File: config.mk
export PLATFORM = sky130hd
export DESIGN_NAME = multi_stepper_phase_sequencer_top
export DESIGN_NICKNAME = d
export VERILOG_FILES = /design/src/rtl/core/msps_pkg.sv /design/src/rtl/core/msps_lane.sv /design/src/rtl/core/multi_stepper_phase_sequencer_top.sv
export SDC_FILE = /design/constraint.sdc
export NUM_CORES = 1
export LEC_CHECK = 0
export ABC_AREA = 0
export BUFFER_PORTS_ARGS = -buffer_cell sky130_fd_sc_hd__buf_2
export CAP_MARGIN = 20
export CELL_PAD_IN_SITES_DETAIL_PLACEMENT = 1
export CELL_PAD_IN_SITES_GLOBAL_PLACEMENT = 2
export CORE_ASPECT_RATIO = 0.9
export CORE_MARGIN = 4
export CORE_UTILIZATION = 38
export CTS_BUF_LIST = sky130_fd_sc_hd__clkbuf_16
export CTS_CLUSTER_SIZE = 12
export DETAILED_ROUTE_END_ITERATION = 8
export PLACE_DENSITY = 0.77
export SLEW_MARGIN = 20
export SYNTH_ARGS = -nofsm -noshare
export SYNTH_HDL_FRONTEND = slang
export SYNTH_SLANG_ARGS = --single-unit
export TNS_END_PERCENT = 50
File: constraint.sdc
create_clock -name i_clk -period 5.26 [get_ports i_clk]
set_input_delay 1.578 -clock i_clk [delete_from_list [all_inputs] [get_ports i_clk]]
set_output_delay 1.578 -clock i_clk [all_outputs]
set_load 0.1 [all_outputs]
File: src/rtl/core/msps_pkg.sv
// Shared types, codes and coil tables for the multi-motor phase sequencer.
// No dependencies; imported by the lane and the top level.
package msps_pkg;

    localparam int CFG_W  = 4;
    localparam int COIL_W = 4;

    typedef enum logic [1:0] {
        CFG_CONFIGURED = 2'd0,
        CFG_REVERSE    = 2'd1,
        CFG_TWO_WIRE   = 2'd2,
        CFG_SHIFTER    = 2'd3
    } t_cfg_idx;

    typedef enum logic [1:0] {
        MODE_TICK    = 2'd0,
        MODE_CMD     = 2'd1,
        MODE_CLEAR   = 2'd2,
        MODE_ALL_OFF = 2'd3
    } t_mode;

    typedef enum logic [2:0] {
        CMD_NONE  = 3'd0,
        CMD_OFF   = 3'd1,
        CMD_FWD   = 3'd2,
        CMD_BWD   = 3'd3,
        CMD_RESET = 3'd4
    } t_cmd;

    typedef struct packed {
        logic configured;
        logic reverse;
        logic two_wire;
        logic shifter;
    } t_motor_cfg;

    typedef struct packed {
        logic  accept;
        t_mode mode;
        logic  cmd_ok;
        t_cmd  code;
        logic  [2:0] sel;
        logic  all_off;
    } t_lane_ctl;

    function automatic logic [COIL_W-1:0] four_wire_pat(input logic [1:0] idx);
        logic [COIL_W-1:0] pat;
        case (idx)
            2'd0:    pat = 4'b1001;
            2'd1:    pat = 4'b0011;
            2'd2:    pat = 4'b0110;
            2'd3:    pat = 4'b1100;
            default: pat = 4'b0000;
        endcase
        return pat;
    endfunction

    function automatic logic [COIL_W-1:0] two_wire_pat(input logic [1:0] idx);
        logic [COIL_W-1:0] pat;
        case (idx)
            2'd0:    pat = 4'b0000;
            2'd1:    pat = 4'b0001;
            2'd2:    pat = 4'b0011;
            2'd3:    pat = 4'b0010;
            default: pat = 4'b0000;
        endcase
        return pat;
    endfunction

endpackage

File: src/rtl/core/msps_lane.sv
// One motor lane: phase, command and step count registers, and coil lines
// derived from the next state. Depends on msps_pkg.
module msps_lane #(
    parameter int IDX        = 0,
    parameter int COUNT_BITS = 16
) (
    input  logic                     i_clk,
    input  logic                     i_rst_n,
    input  msps_pkg::t_lane_ctl      i_ctl,
    input  msps_pkg::t_motor_cfg     i_cfg,
    input  logic [COUNT_BITS-1:0]    i_count,
    output logic                     o_live,
    output logic [msps_pkg::COIL_W-1:0] o_coil
);
    import msps_pkg::*;

    logic [1:0]            r_phase, n_phase;
    t_cmd                  r_cmd, n_cmd;
    logic [COUNT_BITS-1:0] r_steps, n_steps;
    logic [COUNT_BITS-1:0] steps_dec;
    logic                  stepping;
    logic                  step_up;
    logic                  hit;

    assign steps_dec = r_steps - COUNT_BITS'(1);
    assign stepping  = i_cfg.configured && (r_steps != '0);
    assign o_live    = stepping && (steps_dec != '0);
    assign step_up   = (r_cmd == CMD_FWD) ^ i_cfg.reverse;
    assign hit       = i_ctl.cmd_ok && i_cfg.configured && (i_ctl.sel == 3'(IDX));

    always_comb begin
        n_phase = r_phase;
        n_cmd   = r_cmd;
        n_steps = r_steps;
        if (i_ctl.accept) begin
            case (i_ctl.mode)
                MODE_TICK: begin
                    if (stepping) begin
                        if (r_cmd == CMD_FWD || r_cmd == CMD_BWD) begin
                            n_phase = r_phase + (step_up ? 2'd1 : 2'd3);
                        end
                        n_steps = steps_dec;
                    end
                end
                MODE_CMD: begin
                    if (hit) begin
                        case (i_ctl.code)
                            CMD_OFF: begin
                                n_cmd   = CMD_OFF;
                                n_steps = COUNT_BITS'(1);
                            end
                            CMD_RESET: begin
                                n_phase = 2'd0;
                                n_cmd   = CMD_NONE;
                                n_steps = '0;
                            end
                            default: begin
                                n_cmd   = i_ctl.code;
                                n_steps = i_count;
                            end
                        endcase
                    end
                end
                MODE_CLEAR: begin
                    n_cmd   = CMD_NONE;
                    n_steps = '0;
                end
                default: begin
                end
            endcase
            if (i_ctl.all_off && i_cfg.configured) begin
                n_phase = 2'd0;
                n_cmd   = CMD_OFF;
                n_steps = '0;
            end
        end
    end

    always_ff @(posedge i_clk) begin
        if (!i_rst_n) begin
            r_phase <= 2'd0;
            r_cmd   <= CMD_OFF;
            r_steps <= '0;
        end else begin
            r_phase <= n_phase;
            r_cmd   <= n_cmd;
            r_steps <= n_steps;
        end
    end

    always_comb begin
        if (!i_cfg.configured || n_cmd == CMD_OFF) begin
            o_coil = '0;
        end else if (i_cfg.shifter) begin
            o_coil = (n_cmd == CMD_NONE) ? '0 : four_wire_pat(n_phase);
        end else if (i_cfg.two_wire) begin
            o_coil = two_wire_pat(n_phase);
        end else begin
            o_coil = four_wire_pat(n_phase);
        end
    end

endmodule

File: src/rtl/core/multi_stepper_phase_sequencer_top.sv
// Top level of the multi-motor full-step phase sequencer.
// Depends on msps_pkg and msps_lane.
//
// Usage:
//   Input channel (i_in_valid / o_in_ready) carries one item: mode, motor
//   select, command code and step count. Ticks advance every configured motor
//   with steps left; commands set one motor; clear acts on all, all-off on all configured.
//   Output channel (o_out_valid / i_out_ready) returns one result per item:
//   the coil lines of up to four motors after the item, and all_done.
//   Config channel (i_cfg_valid / o_cfg_ready) writes the four motor masks;
//   always ready; users must write it only while the block is idle (unchecked).
// Timing:
//   All motor lanes update in parallel in the accepting cycle; the result is
//   registered in the output entry, or in the skid entry while one waits.
//   One item per cycle while results are taken (single lane state update).
//   A two-entry output buffer lets one more item in while a result waits;
//   with both entries full o_in_ready drops until the receiver takes one.
// Reset:
//   Synchronous, active low: masks clear, every motor goes to phase zero,
//   command off, no steps; the output buffer empties.
module multi_stepper_phase_sequencer_top #(
    parameter int NUM_MOTORS = 4,
    parameter int COUNT_BITS = 16
) (
    input  logic        i_clk,
    input  logic        i_rst_n,
    input  logic        i_in_valid,
    output logic        o_in_ready,
    input  logic [1:0]  i_mode,
    input  logic [2:0]  i_motor_select,
    input  logic [2:0]  i_command_code,
    input  logic [15:0] i_step_count,
    output logic        o_out_valid,
    input  logic        i_out_ready,
    output logic [15:0] o_coil_drive,
    output logic        o_all_done,
    input  logic        i_cfg_valid,
    output logic        o_cfg_ready,
    input  logic [1:0]  i_cfg_index,
    input  logic [msps_pkg::CFG_W-1:0] i_cfg_data
);
    import msps_pkg::*;

    localparam int DRIVE_W = CFG_W * COIL_W;

    logic [CFG_W-1:0] r_cfg_mask, r_rev_mask, r_two_mask, r_shf_mask;

    logic             in_acc;
    t_mode            mode;
    t_cmd             code;
    logic             done;
    t_lane_ctl        ctl;
    logic [NUM_MOTORS-1:0] live;
    logic [COIL_W-1:0]     coil [NUM_MOTORS];
    logic [DRIVE_W-1:0]    drive;

    logic               r_out_v, r_skid_v;
    logic [DRIVE_W-1:0] r_out_drive, r_skid_drive;
    logic               r_out_done, r_skid_done;
    logic               out_take;

    assign o_cfg_ready = 1'b1;

    always_ff @(posedge i_clk) begin
        if (!i_rst_n) begin
            r_cfg_mask <= '0;
            r_rev_mask <= '0;
            r_two_mask <= '0;
            r_shf_mask <= '0;
        end else if (i_cfg_valid) begin
            case (t_cfg_idx'(i_cfg_index))
                CFG_CONFIGURED: r_cfg_mask <= i_cfg_data;
                CFG_REVERSE:    r_rev_mask <= i_cfg_data;
                CFG_TWO_WIRE:   r_two_mask <= i_cfg_data;
                CFG_SHIFTER:    r_shf_mask <= i_cfg_data;
                default: begin
                end
            endcase
        end
    end

    assign o_in_ready = !r_skid_v;
    assign in_acc     = i_in_valid && o_in_ready;
    assign mode       = t_mode'(i_mode);
    assign code       = t_cmd'(i_command_code);
    assign done       = (mode == MODE_TICK) && !(|live);

    always_comb begin
        ctl.accept  = in_acc;
        ctl.mode    = mode;
        ctl.cmd_ok  = (mode == MODE_CMD) && (code == CMD_OFF || code == CMD_FWD
                      || code == CMD_BWD || code == CMD_RESET);
        ctl.code    = code;
        ctl.sel     = i_motor_select;
        ctl.all_off = done || (mode == MODE_ALL_OFF);
    end

    for (genvar g = 0; g < NUM_MOTORS; g++) begin : g_lane
        t_motor_cfg lane_cfg;
        if (g < CFG_W) begin : g_wired
            assign lane_cfg.configured = r_cfg_mask[g];
            assign lane_cfg.reverse    = r_rev_mask[g];
            assign lane_cfg.two_wire   = r_two_mask[g];
            assign lane_cfg.shifter    = r_shf_mask[g];
        end else begin : g_unwired
            assign lane_cfg = '0;
        end

        msps_lane #(
            .IDX        (g),
            .COUNT_BITS (COUNT_BITS)
        ) u_lane (
            .i_clk   (i_clk),
            .i_rst_n (i_rst_n),
            .i_ctl   (ctl),
            .i_cfg   (lane_cfg),
            .i_count (COUNT_BITS'(i_step_count)),
            .o_live  (live[g]),
            .o_coil  (coil[g])
        );
    end

    for (genvar g = 0; g < CFG_W; g++) begin : g_drive
        if (g < NUM_MOTORS) begin : g_used
            assign drive[g*COIL_W +: COIL_W] = coil[g];
        end else begin : g_empty
            assign drive[g*COIL_W +: COIL_W] = '0;
        end
    end

    assign out_take = r_out_v && i_out_ready;

    always_ff @(posedge i_clk) begin
        if (!i_rst_n) begin
            r_out_v  <= 1'b0;
            r_skid_v <= 1'b0;
        end else if (r_skid_v && out_take) begin
            r_skid_v <= 1'b0;
        end else if (!r_out_v || out_take) begin
            r_out_v <= in_acc;
        end else if (in_acc) begin
            r_skid_v <= 1'b1;
        end
    end

    always_ff @(posedge i_clk) begin
        if (r_skid_v && out_take) begin
            r_out_drive <= r_skid_drive;
            r_out_done  <= r_skid_done;
        end else if (!r_out_v || out_take) begin
            r_out_drive <= drive;
            r_out_done  <= done;
        end else if (in_acc) begin
            r_skid_drive <= drive;
            r_skid_done  <= done;
        end
    end

    assign o_out_valid  = r_out_v;
    assign o_coil_drive = 16'(r_out_drive);
    assign o_all_done   = r_out_done;

    a_skid_needs_out: assert property (@(posedge i_clk) disable iff (!i_rst_n)
        r_skid_v |-> r_out_v)
        else $error("skid entry held without an output entry");

    a_skid_on_stall: assert property (@(posedge i_clk) disable iff (!i_rst_n)
        $rose(r_skid_v) |-> $past(r_out_v && !i_out_ready))
        else $error("skid entry filled without a stalled receiver");

    a_done_coils_off: assert property (@(posedge i_clk) disable iff (!i_rst_n)
        (o_out_valid && o_all_done) |-> (o_coil_drive == 16'd0))
        else $error("all_done result with coils still driven");

    a_reset_empty: assert property (@(posedge i_clk)
        !i_rst_n |=> !o_out_valid)
        else $error("output valid right after reset");

endmodule

==> summary.md <==
| Metric | Value |
|---|---|
| Post-Synth Simple-Gate Area | 23.42% |
| Final hold vios | 0 |
| Area of the core | 22770 sq um |
| Clock Path Buffers | 2 |
| Final design utilization | 44.44% |
| Async SR Flop Fraction | 0% |
| Maximum vdd drop | between 150 and 200 uV |
| Unrepaired setup endpoints after global routing | false |
| Min setup slack post-route | 0.6513 ns |
| Slew HR | 29.59% |
| Via count | 8370 |
| Largest net degree at the start of global routing | 54 |
| Via density | between 5 and 6 |
| Area Overhead vs Synth | 13.76% |
| Pleak | 4.026 nW |
| Post-detail-place hpwl | 21910 um |
| Compound-Gate Fraction of Synth Area | 24.80% |
| Largest family of logic cells by synthesized area | compound AO/OA/AOI/OAI gates |
| Max Fclk | 217.0 MHz |
| Worst path max stage delay | 0.52 ns |
| TritonCTS Sinks | 136 |
| Row cnt | 52 |
| IO Pins | 55 |
| Post-synthesis xor/xnor area fraction | 4.430% |
| Sequential power share | 36.1% |
| Mapped Area | slightly below 9000 sq um |
| Fin nets | 1179 |
| Post-synth EDFFs | 34 |
| Critical path cell sequence | inv_1 -> ha_1 -> or3b_2 -> nor3_2 -> nand2_1 -> xnor2_1 -> o31a_2 -> o41ai_4 -> buf_12 -> nand2_2 -> a22oi_1 -> inv_1 -> ha_1 -> o21ai_0 -> a21oi_1 -> o21ai_0 -> o31ai_1 |
| Clk_lat worst skew | 0.42 ns |
| First-pass GRT wire length | 48450 um |
| #FFs+latches synth | between 100 and 150 |
| Final slew viol count | 0 |
| Avg WL per Cell | roughly 21 um |
| Critical Path AT | between 4 and 5 ns |
| Clock transition at the registers of the reported paths | 0.07 ns |
| Antenna Nets Post-Route | 0 |
| Fillers | 2752 |
| Commonest non-fill, non-tap cell in the layout | nand2_1 |
| Dpl ws | 0.2381 ns |
| Syn Nets | 1141 |
| Post-synthesis mux area share | 3.333% |
| R2R Path Start | g_lane[2].u_lane.r_steps[0] |
| Syn avg cell area | 8.283 sq um |
| TritonCTS buffer count | 17 |
| CTS tree | built |
| # resized after CTS | 0 |
| Die ar. | 25930 sq um |
| MaxCap Viol Count | 0 |
| Hold_ws | just under 0.5 ns |
| Finish-stage setup viols | 0 |
| Synth warn | 0 |
| Pre-antenna DRT Iters | 5 |
| Sw Ratio | 33.95% |
| Die H | 153.2 um |
| Int Power | 0.002175 W |
| Antenna violations before repair | 2 |
| Mapped Cells | 1074 |
| Deepest level of the CTS H-tree | 4 |
| Vias in the first global route | 8430 |
| Layout cell share with drive strength beyond 1 | 14.13% |
| Routed WL | 30350 um |
| Worst setup startpoint | g_lane[2].u_lane.r_steps[0] |
| Most frequent cells in the layout | 121 x nand2_1, 111 x nor2_1, 102 x dfxtp_1, 86 x o21ai_0, 53 x buf_2 |
| Synth cell types | 86 |
| Footprint of the multi-input gates | approximately 5400 sq um |
| WP data required | 5.50 ns |
| # Post-CTS Setup Buffers | 0 |
| CP Max Fanout | 23 |
| Pwr dens | roughly 330 nW/um^2 |
| CP Capture Type | register |
| Post-CTS Hold Buffers | 0 |
| Critical path class | reg -> reg |
| Port buffer count | 53 |
| Grt ovf | 0 |
| Final min period | 4.609 ns |
| Initial Util | 39.07% |
| Crit share post-route | 87.62% |
| Synth Flop Type | dfxtp_1 |
| Crit start category | register |
| Hold crit path type | reg -> reg |
| Pwr Total | 0.003293 W |
| Final estimated routing congestion in global placement | 0.8386 |
| Comb power frac | 25.8% |
| Sum Neg Setup Slack | 0 ns |
| Die W | between 150 and 200 um |
| Synth Area in Adders | under 10% |
| Clock power frac | a little under two fifths |
| Reg area | 3063 sq um |
| Root Driver | clkbuf_16 |
| Worst Max-Slew Pin Slew | 1.054 ns |
| NetSw | 0.001118 W |
| Skew final | approximately 0.013 ns |
| Status | finished clean |
| DRC | 0 |
| Total GRT Usage | 23.31% |
| Register area share after synthesis | ~34% |
| Initial drt markers | 441 |
| Hold path startpoint | g_lane[1].u_lane.r_steps[15] |
| Slowest cell on crit path | or3b_2 |
==> worst paths after layout <==
path	to	slack (ns)	depth (start not counted)
max	o_coil_drive[5]	0.65	17
min	g_lane[1].u_lane.r_steps[15]	0.50	2
max reg2reg	o_coil_drive[5]	0.65	17
min reg2reg	g_lane[1].u_lane.r_steps[15]	0.50	2
==> critical path, delay by kind of cell (launching register included) <==
family | cells | cell delay (ns)
AO/OA/AOI/OAI | 7 | 1.65
AND/OR/NAND/NOR | 4 | 1.03
adder cells (fa/ha/maj) | 2 | 0.64
buffers and inverters | 3 | 0.48
flip-flops | 1 | 0.43
XOR/XNOR | 1 | 0.18
==> power by group through the flow <==
stage / registers (W) / clock network (W) / logic [W]
2_1_floorplan: 0.00124 / 0 / 0.000582
3_3_place_gp: 0.00121 / 0 / 0.000836
3_5_place_dp: 0.00121 / 0 / 0.000844
4_1_cts: 0.00119 / 0.00127 / 0.000850
5_1_grt: 0.00120 / 0.00132 / 0.000941
6_report: 0.00119 / 0.00125 / 0.000850
==> flip-flops by register name, summed over array words and instances (netlist names) <==
register	count
r_skid_drive	16
o_all_done	1
r_cfg_mask	4
r_skid_done	1
g_lane.u_lane.r_cmd	12
r_two_mask	4
g_lane.u_lane.r_phase	8
r_skid_v	1
o_out_valid	1
r_rev_mask	4
o_coil_drive	16
g_lane.u_lane.r_steps	64
r_shf_mask	4
==> cell type report <==
class	count	area share, %
antenna	1	0.02473
clock buffer	17	4.204
clock inverter	15	1.780
inverter	41	1.521
multi-input combinational	830	53.34
sequential	136	30.27
tap	297	3.672
timing repair buffer	86	5.193
==> routing by layer <==
metal	vias up	track usage (%)	wire [um]
met5	-	0	0
met4	0	4.906	399
met3	25	3.073	926
met2	131	37.06	13950
met1	4198	33.88	15070
li1	4016	-	-
==> logic make-up after synthesis <==
kind of cell             after synthesis
AO/OA/AOI/OAI                        303
XOR/XNOR                              45
adder cells (fa/ha/maj)               32
buffers and inverters                108
flip-flops                           136
multiplexers                          29
other                                  1
AND/OR/NAND/NOR                      420
==> metrics by stage <==
step | area (sq um) | std cells
after CTS | 10120 | 1422
after global placement | 9512 | 1390
final | 10120 | 1423
after floorplan | 8896 | 1074
after detailed placement | 9512 | 1390
after global routing | 10120 | 1423
==> cell usage after synthesis (6+ instances only) <==
master / number / area [sq um]
nand2_1: 121 / 454.2
a31oi_1: 6 / 37.54
nand4_1: 10 / 62.56
o21a_1: 6 / 45.04
edfxtp_1: 34 / 1021
o211ai_1: 6 / 45.04
a32o_1: 12 / 120.1
o2111ai_1: 7 / 61.31
nand2b_1: 11 / 68.82
inv_1: 40 / 150.1
nor4_1: 17 / 106.4
nor3_1: 32 / 160.2
nor2_1: 111 / 416.7
o21ai_1: 6 / 30.03
a21o_1: 7 / 52.55
nor3b_1: 7 / 52.55
and2_1: 15 / 93.84
nand3_1: 32 / 160.2
o31ai_1: 17 / 127.6
o21ai_0: 86 / 430.4
a21oi_1: 43 / 215.2
mux2i_1: 24 / 240.2
dfxtp_1: 102 / 2042
a22o_1: 33 / 289.0
xor2_1: 14 / 122.6
xnor2_1: 31 / 271.5
buf_2: 11 / 55.05
clkbuf_1: 46 / 172.7
or4_1: 9 / 67.56
a22oi_1: 10 / 75.07
and3_1: 7 / 43.79
o41ai_1: 6 / 52.55
ha_1: 32 / 400.4
nor2b_1: 8 / 50.05
Power figures use the tool's default switching activity.
